**src/rtl/scd_pkg.sv**
```systemverilog
package scd_pkg;

   // Defaults of the top-level parameters
   localparam int SLOTS_DEF        = 4;
   localparam int SECTOR_BYTES_DEF = 4096;
   localparam int BLOCK_BYTES_DEF  = 512;

   // Fixed field widths
   localparam int OP_W    = 3;
   localparam int BLK_W   = 32;
   localparam int OFS_W   = 9;
   localparam int KIND_W  = 3;
   localparam int SLOT_W  = 2;
   localparam int TAG_W   = 12;
   localparam int BYTE_W  = 12;
   localparam int DISK_W  = 16;

   // Reset block count: an 8 MiB flash in 512-byte blocks
   localparam logic [DISK_W-1:0] DISK_BLOCKS_RST = DISK_W'(8 * 1024 * 1024 / 512);

   // Operation codes
   localparam logic [OP_W-1:0] OP_READ       = 3'd0;
   localparam logic [OP_W-1:0] OP_WRITE      = 3'd1;
   localparam logic [OP_W-1:0] OP_START_STOP = 3'd2;
   localparam logic [OP_W-1:0] OP_SERVICE    = 3'd3;
   localparam logic [OP_W-1:0] OP_FLUSH_ALL  = 3'd4;

   // Result kinds
   localparam logic [KIND_W-1:0] KIND_GRANT = 3'd0;
   localparam logic [KIND_W-1:0] KIND_WB    = 3'd1;
   localparam logic [KIND_W-1:0] KIND_FILL  = 3'd2;
   localparam logic [KIND_W-1:0] KIND_ERROR = 3'd3;
   localparam logic [KIND_W-1:0] KIND_DONE  = 3'd4;

   typedef enum logic [2:0] {
      ST_IDLE,
      ST_LOOKUP,
      ST_VICTIM,
      ST_FILL,
      ST_GRANT,
      ST_FLUSH,
      ST_DONE
   } state_type;

   // Directory write command
   typedef struct packed {
      logic fill;
      logic set_dirty;
      logic clr_dirty;
   } dir_wr_type;

   // Directory read port with tag compare result
   typedef struct packed {
      logic             valid;
      logic             dirty;
      logic             hit;
      logic [TAG_W-1:0] tag;
   } dir_rd_type;

endpackage

```
**src/rtl/scd_if.sv**
```systemverilog
interface scd_req_if;
   logic                       valid;
   logic                       ready;
   logic [scd_pkg::OP_W-1:0]   operation;
   logic [scd_pkg::BLK_W-1:0]  block_number;
   logic [scd_pkg::OFS_W-1:0]  block_offset;
   logic                       eject;

   modport source (output valid, output operation, output block_number,
                   output block_offset, output eject, input ready);
   modport sink   (input valid, input operation, input block_number,
                   input block_offset, input eject, output ready);
endinterface

interface scd_rsp_if;
   logic                       valid;
   logic                       ready;
   logic [scd_pkg::KIND_W-1:0] kind;
   logic [scd_pkg::SLOT_W-1:0] slot;
   logic [scd_pkg::TAG_W-1:0]  sector_number;
   logic [scd_pkg::BYTE_W-1:0] byte_in_sector;
   logic                       hit;
   logic                       flushed;
   logic                       last;

   modport source (output valid, output kind, output slot, output sector_number,
                   output byte_in_sector, output hit, output flushed, output last,
                   input ready);
   modport sink   (input valid, input kind, input slot, input sector_number,
                   input byte_in_sector, input hit, input flushed, input last,
                   output ready);
endinterface

interface scd_csr_if;
   logic                       valid;
   logic                       ready;
   logic [scd_pkg::DISK_W-1:0] data;

   modport source (output valid, output data, input ready);
   modport sink   (input valid, input data, output ready);
endinterface

```
**src/rtl/write_back_sector_cache_directory_unit.sv**
```systemverilog
// Channel  Dir  Handshake     Carries
// req      in   valid/ready   operation, block_number, block_offset, eject
// rsp      out  valid/ready   kind, slot, sector_number, byte_in_sector, hit, flushed, last
// csr      in   valid/ready   data: disk block count (16 bit)
//
// One sequencer steps a single directory read port and tag comparator over the slots,
// one slot per cycle, save where a flush write-back waits on a stalled rsp. An access
// scans up to a hit or the last slot, on a miss writes back a dirty victim and fills, then
// grants; a flush writes back every dirty slot, then reports done. Unused codes give no
// result. Each result waits in an output register; a stalled rsp holds req and each step
// that loads a result. Synchronous reset empties the directory and flush mark.
module write_back_sector_cache_directory_unit #(
   parameter int SLOTS        = scd_pkg::SLOTS_DEF,
   parameter int SECTOR_BYTES = scd_pkg::SECTOR_BYTES_DEF,
   parameter int BLOCK_BYTES  = scd_pkg::BLOCK_BYTES_DEF
) (
   input  logic       clock,
   input  logic       reset,
   scd_req_if.sink    req,
   scd_rsp_if.source  rsp,
   scd_csr_if.sink    csr
);

   // Block count register, taking every transfer; user writes only while idle, unenforced
   logic [scd_pkg::DISK_W-1:0] disk_blocks_ff;

   assign csr.ready = 1'b1;

   always_ff @(posedge clock) begin
      if (reset) begin
         disk_blocks_ff <= scd_pkg::DISK_BLOCKS_RST;
      end else if (csr.valid && csr.ready) begin
         disk_blocks_ff <= csr.data;
      end
   end

   // Sequencer with the directory and its shared comparator
   scd_seq #(
      .SLOTS        (SLOTS),
      .SECTOR_BYTES (SECTOR_BYTES),
      .BLOCK_BYTES  (BLOCK_BYTES)
   ) u_seq (
      .clock       (clock),
      .reset       (reset),
      .disk_blocks (disk_blocks_ff),
      .req         (req),
      .rsp         (rsp)
   );

endmodule

```
**src/rtl/scd_dir.sv**
```systemverilog
module scd_dir #(
   parameter int SLOTS = scd_pkg::SLOTS_DEF,
   localparam int IDX_W = (SLOTS > 1) ? $clog2(SLOTS) : 1
) (
   input  logic                      clock,
   input  logic                      reset,
   input  logic [IDX_W-1:0]          rd_idx,
   input  logic [scd_pkg::TAG_W-1:0] look_tag,
   output scd_pkg::dir_rd_type       rd,
   input  scd_pkg::dir_wr_type       wr_cmd,
   input  logic [IDX_W-1:0]          wr_idx,
   input  logic [scd_pkg::TAG_W-1:0] wr_tag
);

   logic [scd_pkg::TAG_W-1:0] tag_ff   [SLOTS];
   logic [SLOTS-1:0]          valid_ff;
   logic [SLOTS-1:0]          dirty_ff;

   always_ff @(posedge clock) begin
      if (reset) begin
         valid_ff <= '0;
         dirty_ff <= '0;
         for (int i = 0; i < SLOTS; i++) begin
            tag_ff[i] <= '1;
         end
      end else begin
         if (wr_cmd.fill) begin
            tag_ff[wr_idx]   <= wr_tag;
            valid_ff[wr_idx] <= 1'b1;
            dirty_ff[wr_idx] <= 1'b0;
         end else if (wr_cmd.set_dirty) begin
            dirty_ff[wr_idx] <= 1'b1;
         end else if (wr_cmd.clr_dirty) begin
            dirty_ff[wr_idx] <= 1'b0;
         end
      end
   end

   // Single read port plus the shared tag comparator
   always_comb begin
      rd.valid = valid_ff[rd_idx];
      rd.dirty = dirty_ff[rd_idx];
      rd.tag   = tag_ff[rd_idx];
      rd.hit   = valid_ff[rd_idx] && (tag_ff[rd_idx] == look_tag);
   end

endmodule

```
**src/rtl/scd_seq.sv**
```systemverilog
module scd_seq #(
   parameter int SLOTS        = scd_pkg::SLOTS_DEF,
   parameter int SECTOR_BYTES = scd_pkg::SECTOR_BYTES_DEF,
   parameter int BLOCK_BYTES  = scd_pkg::BLOCK_BYTES_DEF
) (
   input  logic                       clock,
   input  logic                       reset,
   input  logic [scd_pkg::DISK_W-1:0] disk_blocks,
   scd_req_if.sink                    req,
   scd_rsp_if.source                  rsp
);

   localparam int IDX_W     = (SLOTS > 1) ? $clog2(SLOTS) : 1;
   localparam int BLK_SHIFT = $clog2(BLOCK_BYTES);
   localparam int SEC_SHIFT = $clog2(SECTOR_BYTES);
   localparam int ADDR_W    = scd_pkg::DISK_W + BLK_SHIFT;
   localparam logic [IDX_W-1:0] IDX_LAST = IDX_W'(SLOTS - 1);

   scd_pkg::state_type state_ff, state_in;

   logic [scd_pkg::OP_W-1:0]   op_ff, op_in;
   logic [scd_pkg::TAG_W-1:0]  sector_ff, sector_in;
   logic [scd_pkg::BYTE_W-1:0] byte_ff, byte_in;
   logic [IDX_W-1:0]           idx_ff, idx_in;
   logic [IDX_W-1:0]           slot_ff, slot_in;
   logic [IDX_W-1:0]           free_idx_ff, free_idx_in;
   logic                       free_found_ff, free_found_in;
   logic                       hit_ff, hit_in;
   logic                       pending_ff, pending_in;

   logic                       rsp_valid_ff;
   logic [scd_pkg::KIND_W-1:0] rsp_kind_ff;
   logic [scd_pkg::SLOT_W-1:0] rsp_slot_ff;
   logic [scd_pkg::TAG_W-1:0]  rsp_sector_ff;
   logic [scd_pkg::BYTE_W-1:0] rsp_byte_ff;
   logic                       rsp_hit_ff;
   logic                       rsp_flushed_ff;
   logic                       rsp_last_ff;

   logic                       out_load;
   logic [scd_pkg::KIND_W-1:0] out_kind;
   logic [scd_pkg::SLOT_W-1:0] out_slot;
   logic [scd_pkg::TAG_W-1:0]  out_sector;
   logic [scd_pkg::BYTE_W-1:0] out_byte;
   logic                       out_hit;
   logic                       out_flushed;
   logic                       out_last;

   logic                       out_free;
   logic                       accept;
   logic                       range_err;
   logic [ADDR_W-1:0]          addr;
   logic                       idx_last;
   logic                       wb_due;

   logic [IDX_W-1:0]           rd_idx;
   logic [IDX_W-1:0]           wr_idx;
   scd_pkg::dir_wr_type        wr_cmd;
   scd_pkg::dir_rd_type        rd;

   scd_dir #(.SLOTS(SLOTS)) u_dir (
      .clock    (clock),
      .reset    (reset),
      .rd_idx   (rd_idx),
      .look_tag (sector_ff),
      .rd       (rd),
      .wr_cmd   (wr_cmd),
      .wr_idx   (wr_idx),
      .wr_tag   (sector_ff)
   );

   assign out_free  = !rsp_valid_ff || rsp.ready;
   assign req.ready = (state_ff == scd_pkg::ST_IDLE) && out_free;
   assign accept    = req.valid && req.ready;
   assign range_err = req.block_number >= scd_pkg::BLK_W'(disk_blocks);
   assign addr      = (ADDR_W'(req.block_number[scd_pkg::DISK_W-1:0]) << BLK_SHIFT)
                      + ADDR_W'(req.block_offset);
   assign idx_last  = (idx_ff == IDX_LAST);
   assign wb_due    = rd.valid && rd.dirty;

   // Next state
   always_comb begin
      state_in = state_ff;
      unique case (state_ff)
         scd_pkg::ST_IDLE: begin
            if (accept) begin
               case (req.operation)
                  scd_pkg::OP_READ, scd_pkg::OP_WRITE: begin
                     state_in = range_err ? scd_pkg::ST_IDLE : scd_pkg::ST_LOOKUP;
                  end
                  scd_pkg::OP_SERVICE: begin
                     state_in = pending_ff ? scd_pkg::ST_FLUSH : scd_pkg::ST_IDLE;
                  end
                  scd_pkg::OP_FLUSH_ALL: state_in = scd_pkg::ST_FLUSH;
                  default:               state_in = scd_pkg::ST_IDLE;
               endcase
            end
         end
         scd_pkg::ST_LOOKUP: begin
            if (rd.hit) begin
               state_in = scd_pkg::ST_GRANT;
            end else if (idx_last) begin
               state_in = (free_found_ff || !rd.valid) ? scd_pkg::ST_FILL
                                                       : scd_pkg::ST_VICTIM;
            end
         end
         scd_pkg::ST_VICTIM: begin
            if (!rd.dirty || out_free) begin
               state_in = scd_pkg::ST_FILL;
            end
         end
         scd_pkg::ST_FILL: begin
            if (out_free) begin
               state_in = scd_pkg::ST_GRANT;
            end
         end
         scd_pkg::ST_GRANT: begin
            if (out_free) begin
               state_in = scd_pkg::ST_IDLE;
            end
         end
         scd_pkg::ST_FLUSH: begin
            if ((!wb_due || out_free) && idx_last) begin
               state_in = scd_pkg::ST_DONE;
            end
         end
         scd_pkg::ST_DONE: begin
            if (out_free) begin
               state_in = scd_pkg::ST_IDLE;
            end
         end
         default: state_in = scd_pkg::ST_IDLE;
      endcase
   end

   // Outputs: result load, directory read and write
   always_comb begin
      out_load    = 1'b0;
      out_kind    = scd_pkg::KIND_GRANT;
      out_slot    = '0;
      out_sector  = '0;
      out_byte    = '0;
      out_hit     = 1'b0;
      out_flushed = 1'b0;
      out_last    = 1'b0;
      wr_cmd      = '0;
      wr_idx      = slot_ff;
      rd_idx      = slot_ff;
      unique case (state_ff)
         scd_pkg::ST_IDLE: begin
            if (accept) begin
               case (req.operation)
                  scd_pkg::OP_READ, scd_pkg::OP_WRITE: begin
                     if (range_err) begin
                        out_load = 1'b1;
                        out_kind = scd_pkg::KIND_ERROR;
                        out_last = 1'b1;
                     end
                  end
                  scd_pkg::OP_START_STOP: begin
                     out_load = 1'b1;
                     out_kind = scd_pkg::KIND_DONE;
                     out_last = 1'b1;
                  end
                  scd_pkg::OP_SERVICE: begin
                     if (!pending_ff) begin
                        out_load = 1'b1;
                        out_kind = scd_pkg::KIND_DONE;
                        out_last = 1'b1;
                     end
                  end
                  default: ;
               endcase
            end
         end
         scd_pkg::ST_LOOKUP: rd_idx = idx_ff;
         scd_pkg::ST_VICTIM: begin
            rd_idx = '0;
            if (rd.dirty && out_free) begin
               out_load   = 1'b1;
               out_kind   = scd_pkg::KIND_WB;
               out_sector = rd.tag;
            end
         end
         scd_pkg::ST_FILL: begin
            if (out_free) begin
               out_load    = 1'b1;
               out_kind    = scd_pkg::KIND_FILL;
               out_slot    = scd_pkg::SLOT_W'(slot_ff);
               out_sector  = sector_ff;
               wr_cmd.fill = 1'b1;
            end
         end
         scd_pkg::ST_GRANT: begin
            if (out_free) begin
               out_load         = 1'b1;
               out_kind         = scd_pkg::KIND_GRANT;
               out_slot         = scd_pkg::SLOT_W'(slot_ff);
               out_sector       = sector_ff;
               out_byte         = byte_ff;
               out_hit          = hit_ff;
               out_last         = 1'b1;
               wr_cmd.set_dirty = (op_ff == scd_pkg::OP_WRITE);
            end
         end
         scd_pkg::ST_FLUSH: begin
            rd_idx = idx_ff;
            wr_idx = idx_ff;
            if (wb_due && out_free) begin
               out_load         = 1'b1;
               out_kind         = scd_pkg::KIND_WB;
               out_slot         = scd_pkg::SLOT_W'(idx_ff);
               out_sector       = rd.tag;
               wr_cmd.clr_dirty = 1'b1;
            end
         end
         scd_pkg::ST_DONE: begin
            if (out_free) begin
               out_load    = 1'b1;
               out_kind    = scd_pkg::KIND_DONE;
               out_flushed = 1'b1;
               out_last    = 1'b1;
            end
         end
         default: ;
      endcase
   end

   // Working registers
   always_comb begin
      op_in         = op_ff;
      sector_in     = sector_ff;
      byte_in       = byte_ff;
      idx_in        = idx_ff;
      slot_in       = slot_ff;
      free_idx_in   = free_idx_ff;
      free_found_in = free_found_ff;
      hit_in        = hit_ff;
      pending_in    = pending_ff;
      case (state_ff)
         scd_pkg::ST_IDLE: begin
            if (accept) begin
               op_in         = req.operation;
               sector_in     = scd_pkg::TAG_W'(addr >> SEC_SHIFT);
               byte_in       = scd_pkg::BYTE_W'(addr[SEC_SHIFT-1:0]);
               idx_in        = '0;
               slot_in       = '0;
               free_found_in = 1'b0;
               hit_in        = 1'b0;
               if (req.operation == scd_pkg::OP_START_STOP && req.eject) begin
                  pending_in = 1'b1;
               end else if (req.operation == scd_pkg::OP_SERVICE) begin
                  pending_in = 1'b0;
               end
            end
         end
         scd_pkg::ST_LOOKUP: begin
            if (rd.hit) begin
               slot_in = idx_ff;
               hit_in  = 1'b1;
            end else begin
               if (!rd.valid && !free_found_ff) begin
                  free_found_in = 1'b1;
                  free_idx_in   = idx_ff;
               end
               if (idx_last) begin
                  // first invalid slot, else evict slot 0
                  if (free_found_ff) begin
                     slot_in = free_idx_ff;
                  end else if (!rd.valid) begin
                     slot_in = idx_ff;
                  end else begin
                     slot_in = '0;
                  end
               end else begin
                  idx_in = idx_ff + 1'b1;
               end
            end
         end
         scd_pkg::ST_FLUSH: begin
            if ((!wb_due || out_free) && !idx_last) begin
               idx_in = idx_ff + 1'b1;
            end
         end
         default: ;
      endcase
   end

   always_ff @(posedge clock) begin
      if (reset) begin
         state_ff      <= scd_pkg::ST_IDLE;
         pending_ff    <= 1'b0;
         free_found_ff <= 1'b0;
         rsp_valid_ff  <= 1'b0;
      end else begin
         state_ff      <= state_in;
         pending_ff    <= pending_in;
         free_found_ff <= free_found_in;
         if (out_load) begin
            rsp_valid_ff <= 1'b1;
         end else if (rsp.ready) begin
            rsp_valid_ff <= 1'b0;
         end
      end
   end

   always_ff @(posedge clock) begin
      op_ff       <= op_in;
      sector_ff   <= sector_in;
      byte_ff     <= byte_in;
      idx_ff      <= idx_in;
      slot_ff     <= slot_in;
      free_idx_ff <= free_idx_in;
      hit_ff      <= hit_in;
      if (out_load) begin
         rsp_kind_ff    <= out_kind;
         rsp_slot_ff    <= out_slot;
         rsp_sector_ff  <= out_sector;
         rsp_byte_ff    <= out_byte;
         rsp_hit_ff     <= out_hit;
         rsp_flushed_ff <= out_flushed;
         rsp_last_ff    <= out_last;
      end
   end

   assign rsp.valid          = rsp_valid_ff;
   assign rsp.kind           = rsp_kind_ff;
   assign rsp.slot           = rsp_slot_ff;
   assign rsp.sector_number  = rsp_sector_ff;
   assign rsp.byte_in_sector = rsp_byte_ff;
   assign rsp.hit            = rsp_hit_ff;
   assign rsp.flushed        = rsp_flushed_ff;
   assign rsp.last           = rsp_last_ff;

   // A result that is not the final one of its item means the item is still at work
   a_mid_item_busy: assert property (@(posedge clock) disable iff (reset)
      rsp_valid_ff && !rsp_last_ff |-> state_ff != scd_pkg::ST_IDLE)
      else $error("non-final result pending while idle");

   // Eviction only happens with every slot valid
   a_victim_valid: assert property (@(posedge clock) disable iff (reset)
      state_ff == scd_pkg::ST_VICTIM |-> rd.valid && !free_found_ff)
      else $error("eviction with a free slot");

   // The granted slot holds the sector
   a_grant_slot: assert property (@(posedge clock) disable iff (reset)
      state_ff == scd_pkg::ST_GRANT |-> rd.hit)
      else $error("grant slot does not hold the sector");

   a_flush_start: assert property (@(posedge clock) disable iff (reset)
      accept && req.operation == scd_pkg::OP_FLUSH_ALL |=> state_ff == scd_pkg::ST_FLUSH
      && idx_ff == '0)
      else $error("flush all did not start a scan at slot 0");

endmodule

```
**src/flat_wrapper.sv**
```systemverilog
// flat-port wrapper written by rule: the top's interface ports become plain ports
module write_back_sector_cache_directory_unit_flat 
#(
   parameter int SLOTS        = scd_pkg::SLOTS_DEF,
   parameter int SECTOR_BYTES = scd_pkg::SECTOR_BYTES_DEF,
   parameter int BLOCK_BYTES  = scd_pkg::BLOCK_BYTES_DEF
)
  (clock, reset, req_valid, req_operation, req_block_number, req_block_offset, req_eject, req_ready, rsp_valid, rsp_kind, rsp_slot, rsp_sector_number, rsp_byte_in_sector, rsp_hit, rsp_flushed, rsp_last, rsp_ready, csr_valid, csr_data, csr_ready);
  scd_req_if req_i ();
  scd_rsp_if rsp_i ();
  scd_csr_if csr_i ();
  input  logic clock;
  input  logic reset;
  input wire logic [$bits(req_i.valid)-1:0] req_valid;
  input wire logic [$bits(req_i.operation)-1:0] req_operation;
  input wire logic [$bits(req_i.block_number)-1:0] req_block_number;
  input wire logic [$bits(req_i.block_offset)-1:0] req_block_offset;
  input wire logic [$bits(req_i.eject)-1:0] req_eject;
  output wire logic [$bits(req_i.ready)-1:0] req_ready;
  output wire logic [$bits(rsp_i.valid)-1:0] rsp_valid;
  output wire logic [$bits(rsp_i.kind)-1:0] rsp_kind;
  output wire logic [$bits(rsp_i.slot)-1:0] rsp_slot;
  output wire logic [$bits(rsp_i.sector_number)-1:0] rsp_sector_number;
  output wire logic [$bits(rsp_i.byte_in_sector)-1:0] rsp_byte_in_sector;
  output wire logic [$bits(rsp_i.hit)-1:0] rsp_hit;
  output wire logic [$bits(rsp_i.flushed)-1:0] rsp_flushed;
  output wire logic [$bits(rsp_i.last)-1:0] rsp_last;
  input wire logic [$bits(rsp_i.ready)-1:0] rsp_ready;
  input wire logic [$bits(csr_i.valid)-1:0] csr_valid;
  input wire logic [$bits(csr_i.data)-1:0] csr_data;
  output wire logic [$bits(csr_i.ready)-1:0] csr_ready;
  assign req_i.valid = req_valid;
  assign req_i.operation = req_operation;
  assign req_i.block_number = req_block_number;
  assign req_i.block_offset = req_block_offset;
  assign req_i.eject = req_eject;
  assign req_ready = req_i.ready;
  assign rsp_valid = rsp_i.valid;
  assign rsp_kind = rsp_i.kind;
  assign rsp_slot = rsp_i.slot;
  assign rsp_sector_number = rsp_i.sector_number;
  assign rsp_byte_in_sector = rsp_i.byte_in_sector;
  assign rsp_hit = rsp_i.hit;
  assign rsp_flushed = rsp_i.flushed;
  assign rsp_last = rsp_i.last;
  assign rsp_i.ready = rsp_ready;
  assign csr_i.valid = csr_valid;
  assign csr_i.data = csr_data;
  assign csr_ready = csr_i.ready;
  write_back_sector_cache_directory_unit #(.SLOTS(SLOTS), .SECTOR_BYTES(SECTOR_BYTES), .BLOCK_BYTES(BLOCK_BYTES)) u_core (.clock(clock), .reset(reset), .req(req_i), .rsp(rsp_i), .csr(csr_i));
endmodule
```
**config.mk**
```make
export PLATFORM = sky130hd
export DESIGN_NAME = write_back_sector_cache_directory_unit_flat
export DESIGN_NICKNAME = d
export VERILOG_FILES = /design/src/rtl/scd_pkg.sv /design/src/rtl/scd_if.sv /design/src/rtl/write_back_sector_cache_directory_unit.sv /design/src/rtl/scd_dir.sv /design/src/rtl/scd_seq.sv /design/src/flat_wrapper.sv
export SDC_FILE = /design/constraint.sdc
export NUM_CORES = 1
export LEC_CHECK = 0
export BUFFER_PORTS_ARGS = -buffer_cell sky130_fd_sc_hd__buf_2
export CORE_MARGIN = 2
export CORE_UTILIZATION = 45
export CTS_CLUSTER_DIAMETER = 60
export DETAILED_ROUTE_END_ITERATION = 7
export PLACE_DENSITY_LB_ADDON = 0.05
export SLEW_MARGIN = 20
export SYNTH_ARGS = -nofsm -noshare
export SYNTH_HDL_FRONTEND = slang
export SYNTH_SLANG_ARGS = --single-unit
```
**constraint.sdc**
```tcl
create_clock -name clock -period 4.4 [get_ports clock]
set_clock_uncertainty 0.2 [all_clocks]
set_input_delay 0.66 -clock clock [delete_from_list [all_inputs] [get_ports clock]]
set_output_delay 0.66 -clock clock [all_outputs]
set_load 0.03 [all_outputs]
```
# Word-level counts from Yosys, hierarchy flattened
# Memory sizes are Yosys's and may differ from the RTL's.
# Cells that the tools add are included.
[totals]
register_bits = 96
mem_count = 1
out_inout_bits = 35
word_cells = 180
ramBits = 48
[memory_table]
columns = ["name", "words", "width", "read_ports", "rd_clocked_by_memory_dff", "write_ports", "line_no", "rtl"]
rows = [
  ["u_core.u_seq.u_dir.tag_ff", 4, 12, 1, 0, 4, "scd_dir.sv:15", "logic [scd_pkg::TAG_W-1:0] tag_ff [SLOTS];"],
]
[op_classes]
n_lt_le_gt_ge = 4
eq_ne = 24
reduce_logical = 43
bitwise = 5
muxes = 80
add_sub_neg = 2
[ops]
columns = ["op", "n"]
rows = [
  ["2-to-1 mux 12 bit", 4],
  ["one-hot mux 12 bit (3 select lines)", 1],
  ["2-to-1 mux 3 bit", 11],
  ["greater-or-equal comparator 32 x 16 -> 1 bit", 1],
  ["2-to-1 mux 1 bit", 31],
  ["2-to-1 mux 2 bit", 14],
  ["adder 24 x 9 -> 24 bit", 1],
  ["!= test 2 bit (second input constant)", 9],
  ["one-hot mux 3 bit (3 select lines)", 2],
  ["one-hot mux 3 bit (6 select lines)", 1],
  ["one-hot mux 3 bit (5 select lines)", 1],
  ["== test 12 bit", 1],
  ["== test 3 x 2 -> 1 bit (second input constant)", 4],
  ["== test 3 bit (second input constant)", 4],
  ["2-to-1 mux 4 bit", 3],
  ["one-hot mux 2 bit (2 select lines)", 3],
  ["AND reduction 3 bit", 4],
  ["OR reduction 12 bit", 1],
  ["logical AND 1 bit", 11],
  ["== test 3 x 1 -> 1 bit (second input constant)", 3],
  ["OR 4 bit", 2],
  ["OR reduction 2 bit", 4],
  ["logical NOT 1 bit", 6],
  ["logical NOT 3 bit", 2],
  ["23 further kinds", 34],
]

# Depth between registers and ports, before layout
# Gate-level depths: netlist of run 1.
[logic_depth]
depth_word = 12
mapped_depth = 13
depth_no_buf = 11

# Hierarchy
# A second synthesis of run 1 with hierarchy kept.
[hier_totals]
hier_cells = 521
hier_area_um2 = 6711.4
[by_module_without_submodules]
columns = ["mod", "seq_area_each_um2", "cells_each", "instances", "area_each_um2"]
rows = [
  ["scd_seq", 2102.0, 271, 1, 3414.5],
  ["scd_dir", 1601.5, 196, 1, 2703.8],
  ["write_back_sector_cache_directory_unit", 320.3, 54, 1, 593.1],
]

# Worst setup path after synthesis of run 1
# No wires, ideal clock.
[synth_path]
kind = "input port to flip-flop"
startpoint = "input req_block_number[0]"
endpoint = "register u_core.u_seq.rsp_byte_ff (netlist bit u_core.u_seq.rsp.byte_in_sector[0]), enable pin"
path_stages = 11
required_time_ns = 3.639
path_slack_ns = 0.743
arrival_ns = 2.896
setup_ns = 0.561
cell_sequence = "inv_1 -> ha_1 -> nand2b_1 -> a21o_1 -> a21o_1 -> a21oi_1 -> o211ai_1 -> a211oi_1 -> nor4_1 -> nor2_1 -> nand3_1"
[synth_between]
elab_chain_cells = 5
[synth_lines]
columns = ["element", "line_no", "rtl"]
rows = [
  ["start: declaration", "flat_wrapper.sv:16", "input wire logic [$bits(req_i.block_number)-1:0] req_block_number;"],
  ["greater-or-equal comparator 32 x 16 -> 1 bit", "scd_seq.sv:75", "assign range_err = req.block_number >= scd_pkg::BLK_W'(disk_blocks);"],
  ["2-to-1 mux 1 bit", "scd_seq.sv:154", "if (range_err) begin"],
  ["one-hot mux 1 bit (3 select lines)", "scd_seq.sv:152", "case (req.operation)"],
  ["2-to-1 mux 1 bit", "scd_seq.sv:151", "if (accept) begin"],
  ["one-hot mux 1 bit (4 select lines)", "scd_seq.sv:149", "unique case (state_ff)"],
  ["net u_core.u_seq.out_load", "scd_seq.sv:40", "logic out_load;"],
  ["end signal: assignment", "scd_seq.sv:319", "rsp_byte_ff <= out_byte;"],
  ["end: declaration", "scd_seq.sv:35", "logic [scd_pkg::BYTE_W-1:0] rsp_byte_ff;"],
]
# The timed path passes the listed nets, and every way through them passes these cells.
# A chain may end at the register's enable or synchronous reset.

# Worst setup path in the final report of run 1
[layout_path]
startpoint = "register u_core.u_seq.state_ff[0]"
endpoint = "register u_core.u_seq.slot_ff[0], enable pin"
[layout_between]
elab_chain_cells = 8
word_cells_on_any_way = 17
[layout_lines]
columns = ["element", "line_no", "rtl"]
rows = [
  ["start: declaration", "scd_seq.sv:19", "scd_pkg::state_type state_ff, state_in;"],
  ["start signal: assignment", "scd_seq.sv:291", "state_ff <= scd_pkg::ST_IDLE;"],
  ["start signal: assignment", "scd_seq.sv:296", "state_ff <= state_in;"],
  ["== test 3 bit / == test 3 x 1 -> 1 bit (equally long branches)", "scd_seq.sv:149, scd_seq.sv:240", ""],
  ["OR reduction 2 bit (no source line)", "-", ""],
  ["one-hot mux 2 bit (2 select lines)", "scd_seq.sv:149", ""],
  ["memory (4 x 12 bit) / binary-select mux 1 bit (select 2 bit) (equally long branches)", "-", ""],
  ["== test 12 bit / 2-to-1 mux 1 bit (equally long branches)", "scd_dir.sv:44", "rd.hit = valid_ff[rd_idx] && (tag_ff[rd_idx] == look_tag);"],
  ["logical AND 1 bit", "scd_dir.sv:44", ""],
  ["!= test 3 bit (no source line)", "-", ""],
  ["AND reduction 3 bit (no source line) (*)", "-", ""],
  ["end signal: assignment", "scd_seq.sv:312", "slot_ff <= slot_in;"],
  ["end: declaration", "scd_seq.sv:25", "logic [IDX_W-1:0] slot_ff, slot_in;"],
]
# Mark *: on every way between the ends. The rest lies on a longest branch, timed or not. The select of a mux whose other input is x is not followed.

==> results_dict.tcl, run 1 <==
set metrics [dict create \
    status "finished clean" \
    num_rows 45 \
    place_congestion 0.902 \
    drc 0 \
    period_share_pct 91.8 \
    synth_edf_count 114 \
    final_nets 792 \
    ctsResizeCount 0 \
    grt_pass1_wl_mm 26.3 \
    hold_path.class "in -> reg" \
    vias 4947 \
    finalWorstPathRequiredPeriod_ns 4.04 \
    post_cts_buffers 0 \
    first_iter_violations 363 \
    syn_nets 683 \
    antenna_found_initial 0 \
    cp.arrival_ns 3.98 \
    peakVddDrop_mv 0.277 \
    start_kind "flop" \
    area_growth_pct 19.6 \
    start_util_pct 45.7 \
    final_max_slew_viol_count 0 \
    wirelength_mm 16.5 \
    hold_viol_final 0 \
    pwr_density_cell_nw_per_um2 675 \
    final_common_cell "edfxtp_1" \
    seq_power_share_pct 36.8 \
    insertion_delay_ns 0.43 \
    dp_cells 878 \
    worstMarginPinSlew_ns 0.947 \
    cts_max_level 4 \
    dieWidth_um 127 \
    cts_made_buffers 17 \
    avgRoutedWirePerCell_um 18.2 \
    firstDrtPassIters 5 \
    first_global_vias 4861 \
    cts_max_path_buffers 2 \
    p_int_uw 3470 \
    syn_area_per_cell_um2 11.4 \
    synth-seq-area-share_pct 58.6 \
    hpwlAfterDp_mm 11.7 \
    die_area_um2 16300 \
    p_switching_uw 2070 \
    crit_required_ns 4.34 \
    drive_above_1_share_pct 22.7 \
    final_util_pct 54.6 \
    async_flop_share_pct 0 \
    netlist-cell-type-count 70 \
    fp.dieH_um 127 \
    slew_headroom_pct 36.7 \
    setup-tns-final_ns 0 \
    ys_seq_elements 144 \
    hold_buffers 0 \
    fmaxAchievable_mhz 248 \
    crit_type "reg -> reg" \
    avgViaCountPerCell 5.44 \
    core_um2 15000 \
    p_sw_share_pct 37.4 \
    fin_hold_ws_ns 0.204 \
    fin_cells 910 \
    grtUsageTotal_pct 21.3 \
    port_buffers 99 \
    grt_max_degree 33 \
    drv_cap 0 \
    diodes 0 \
    cts_tree "yes" \
    place_ws_ns 0.366 \
    synthCells 600 \
    critPathMaxFanout 14 \
    syn_area_um2 6860 \
    p_clk_share_pct 27.3 \
    leakage_uw 0.00307 \
    clk_pin_slew_ns 0.06 \
    grt_setup_unrepaired "no" \
    io_pins 101 \
    p_comb_share_pct 35.9 \
    cts_sinks 144 \
    layout_common_cells "edfxtp_1 (114), buf_2 (99), nand2_1 (79)" \
    yosysWarnings 0 \
    synth_flop_cell "edfxtp_1" \
    postRouteAntennaNets 0 \
    root_buffer "clkbuf_16" \
    setup_viol_count_final 0 \
    fin_ws_ns 0.363 \
    critPathCaptureType "flop" \
    grt-ovfl-total 0 \
]
stage by stage:
stage          area (um2)  power, uW
6_report             8210       5540
5_1_grt              8210       5830
4_1_cts              8210       5580
3_5_place_dp         7590       4060
3_3_place_gp         7590       4020
2_1_floorplan        6860       3500
critical path: stages, from the launching register on:
cell and delay [ns]:
dfxtp_1 0.64, o21ai_2 0.12, a221oi_4 0.69, buf_4 0.34, mux2i_1 0.32, nor2_1 0.09
a2111oi_2 0.31, o211ai_2 0.16, nor4b_4 0.55, o21a_1 0.19, or2_2 0.12
layout make-up:
cell class	count	area [um2]
Clock buffer	20	457
Clock inverter	12	165
Fill cell	1314	6830
Inverter	46	173
Multi-Input combinational cell	384	2530
Sequential cell	144	4020
Tap cell	188	235
Timing Repair Buffer	116	623
sequential cells by signal (all words and copies together) (netlist names), 2 cells and up, named ones only:
signal and flops:
u_core.u_seq.slot_ff 2, u_core.u_seq.u_dir.valid_ff 4, u_core.u_seq.sector_ff 12, u_core.u_seq.rsp.kind 3, u_core.u_seq.idx_ff 2, u_core.u_seq.rsp.sector_number 12, u_core.u_seq.rsp.slot 2, u_core.disk_blocks_ff 16
u_core.u_seq.rsp.byte_in_sector 12, u_core.u_seq.byte_ff 12, u_core.u_seq.state_ff 3, u_core.u_seq.op_ff 3, u_core.u_seq.free_idx_ff 2, u_core.u_seq.u_dir.tag_ff 48
power by group through the flow:
stage	clock (uW)	combinational [uW]	sequential [uW]
finish	1510	1990	2040
global route	1600	2160	2070
detailed placement	0	2000	2060
global placement	0	1970	2050
floorplan	0	1220	2280
CTS	1540	2010	2040
cell usage after synthesis, types with 5 or more instances:
master	number	area, um2
edfxtp_1	114	3420
nand2_1	79	297
nor2_1	67	251
inv_1	45	169
mux2i_1	44	440
dfxtp_1	30	601
a21oi_1	20	100
ha_1	17	213
and2_1	15	93.8
clkbuf_1	14	52.6
a22oi_1	9	67.6
nor3_1	9	45.0
o21ai_0	9	45.0
nand2b_1	7	43.8
nand4_1	7	43.8
a22o_1	6	52.6
nand3_1	6	30.0
o22a_1	6	52.6
a211oi_1	5	37.5
buf_4	5	37.5
nor4_1	5	31.3
or3_1	5	31.3
worst paths after layout:
| check | slack (ns) | to | depth (start not counted) | startpoint |
|---|---|---|---|---|
| max | 0.36 | u_core.u_seq.slot_ff[0]$_SDFFCE_PN0P_ | 10 | u_core.u_seq.state_ff[0]$_SDFFE_PP0P_ |
| min | 0.20 | u_core.u_seq.byte_ff[2]$_DFFE_PP_ | 1 | req_block_offset[2] |
| max reg2reg | 0.36 | u_core.u_seq.slot_ff[0]$_SDFFCE_PN0P_ | 10 | u_core.u_seq.state_ff[0]$_SDFFE_PP0P_ |
| min reg2reg | 0.28 | flop | 2 | flop |
per-layer routing:
metal  global-route usage, %  wire, um  up-vias
met5                       0         0        -
met4                    7.63       379        0
met3                    5.61      1270       26
met2                    32.5      7510      185
met1                    29.5      7370     2348
li1                        -         -     2388
cell families after synthesis:
logic type	share of synthesized area [%]
AO/OA/AOI/OAI	11.4
XOR/XNOR	0.383
adder cells (fa/ha/maj)	3.10
buffers and inverters	4.78
flip-flops	58.6
multiplexers	6.80
other	0.0546
AND/OR/NAND/NOR	14.8
Note: power is estimated with default switching activity, not from simulation.
==> run 2, diff against run 1 <==
--- a/config.mk
+++ b/config.mk
@@ -5,12 +5,13 @@
 export SDC_FILE = /design/constraint.sdc
 export NUM_CORES = 1
 export LEC_CHECK = 0
+export ABC_AREA = 0
 export BUFFER_PORTS_ARGS = -buffer_cell sky130_fd_sc_hd__buf_2
 export CORE_MARGIN = 2
 export CORE_UTILIZATION = 45
 export CTS_CLUSTER_DIAMETER = 60
 export DETAILED_ROUTE_END_ITERATION = 7
-export PLACE_DENSITY_LB_ADDON = 0.05
+export PLACE_DENSITY = 0.68
 export SLEW_MARGIN = 20
 export SYNTH_ARGS = -nofsm -noshare
 export SYNTH_HDL_FRONTEND = slang
==> run 2 against run 1 <==
  * Count of clock-buffer cells in the layout is 2 higher
  * Critical path type unchanged
  * Final area down 0.40%
  * First-iteration DRC count rose by 38%
  * Largest power group unchanged
  * Sequential power hardly changed
==> results_dict.tcl, run 2 (same netlist as run 1, synthesis figures left out) <==
set metrics [dict create \
    avgViaCountPerCell 5.47 \
    first_iter_violations 500 \
    final_nets 787 \
    finalWorstPathRequiredPeriod_ns 3.87 \
    layout_common_cells "edfxtp_1 (114), buf_2 (99), nand2_1 (79)" \
    n_fill_cell 1276 \
    avgRoutedWirePerCell_um 17.9 \
    multi_input_area_um2 2520 \
    crit_required_ns 4.33 \
    clk_pin_slew_ns 0.06 \
    first_global_vias 4859 \
    grt_setup_unrepaired "no" \
    pwr_density_cell_nw_per_um2 675 \
    hold_buffers 0 \
    postRouteAntennaNets 0 \
    fmaxAchievable_mhz 258 \
    cpPeakStageDelay_ns 0.64 \
    crit_chain "o21ai_1 -> a211oi_4 -> nand2_1 -> a32oi_2 -> nand4_1 -> nor4_1 -> nor4b_4 -> o21a_1 -> or2_2" \
    final_util_pct 54.4 \
    cts_max_path_buffers 2 \
    drv_cap 0 \
    crit_type "reg -> reg" \
    critPathMaxFanout 16 \
    place_congestion 0.899 \
    setup-tns-final_ns 0 \
    antenna_found_initial 0 \
    dieWidth_um 127 \
    crit_slowest_cell "dfxtp_1" \
    cp.arrival_ns 3.80 \
    final_common_cell "edfxtp_1" \
    drive_above_1_share_pct 21.6 \
    worst-path-buf-inv 0 \
    core_um2 15000 \
    cts_tree "yes" \
    leakage_uw 0.00304 \
    insertion_delay_ns 0.41 \
    reg_top3 "u_core.u_seq.u_dir.tag_ff x48, u_core.disk_blocks_ff x16" \
    place_ws_ns 0.658 \
    peakVddDrop_mv 0.282 \
    grt_max_degree 29 \
    root_buffer "clkbuf_16" \
    wirelength_mm 16.2 \
    drc 0 \
    cts_max_level 4 \
    grt-ovfl-total 0 \
    fin_area_um2 8180 \
    grtUsageTotal_pct 20.5 \
    post_cts_buffers 0 \
    critical_path.top_delay_family "compound AO/OA/AOI/OAI gates" \
    firstDrtPassIters 6 \
    largest_reg_flops 48 \
    die_area_um2 16300 \
    vias 4950 \
    final_max_slew_viol_count 0 \
    slew_headroom_pct 38.6 \
    fin_ws_ns 0.527 \
    placed_cell_area_um2 7550 \
    grt_pass1_wl_mm 25.5 \
    fp.dieH_um 127 \
    ctsResizeCount 0 \
    hpwlAfterDp_mm 11.5 \
    critPathCaptureType "flop" \
    largest_register "u_core.u_seq.u_dir.tag_ff" \
    num_rows 45 \
    port_buffers 99 \
    status "finished clean" \
    layout.area.seq_um2 4020 \
    cts_made_buffers 17 \
    io_pins 101 \
    cts_sinks 144 \
    worstMarginPinSlew_ns 0.918 \
    setup_viol_count_final 0 \
    hold_path.class "in -> reg" \
    start_kind "flop" \
    period_share_pct 88.0 \
    hold_viol_final 0 \
    area_growth_pct 19.1 \
    start_util_pct 45.7 \
    diodes 0 \
]
[run 2: layout make-up]
type	count	area share [%]
inverter	46	2.11
clock inverter	10	1.94
multi-input combinational	384	30.9
clock buffer	22	5.68
timing repair buffer	111	7.32
tap	188	2.88
sequential	144	49.2
[run 2: worst paths after layout]
path	from	endpoint	slack (ns)	depth (start not counted)
max	u_core.u_seq.state_ff[2]$_SDFFE_PP0P_	u_core.u_seq.slot_ff[0]$_SDFFCE_PN0P_	0.53	9
min	req_block_offset[5]	u_core.u_seq.byte_ff[5]$_DFFE_PP_	0.22	1
max reg2reg	u_core.u_seq.state_ff[2]$_SDFFE_PP0P_	u_core.u_seq.slot_ff[0]$_SDFFCE_PN0P_	0.53	9
min reg2reg	u_core.u_seq.u_dir.valid_ff[0]$_SDFFE_PP0P_	u_core.u_seq.u_dir.valid_ff[0]$_SDFFE_PP0P_	0.28	2
[run 2: through the flow]
step	power [uW]	hold slack, ns	cells
floorplan	3500	0.237	600
global route	5780	0.200	905
CTS	5530	0.201	905
global placement	3980	0.256	873
finish	5520	0.220	905
detailed placement	4020	0.267	873
[run 2: where the power goes]
| group | total (uW) | leakage, uW | internal [uW] | switching (uW) |
|---|---|---|---|---|
| registers | 2040 | 0.00120 | 1850 | 187 |
| logic | 1980 | 0.00153 | 643 | 1330 |
| clock network | 1500 | 0.000302 | 976 | 527 |
[run 2: per-layer routing]
layer  GRT usage, %  wire length, um  share of wire [%]  vias to the layer above
li1               -                -                  -                     2384
met1           27.3             7020                 43                     2342
met2           33.1             7690                 48                      196
met3           4.73             1100                6.8                       28
met4           7.50              362                2.2                        0
met5              0                0                  0                        -
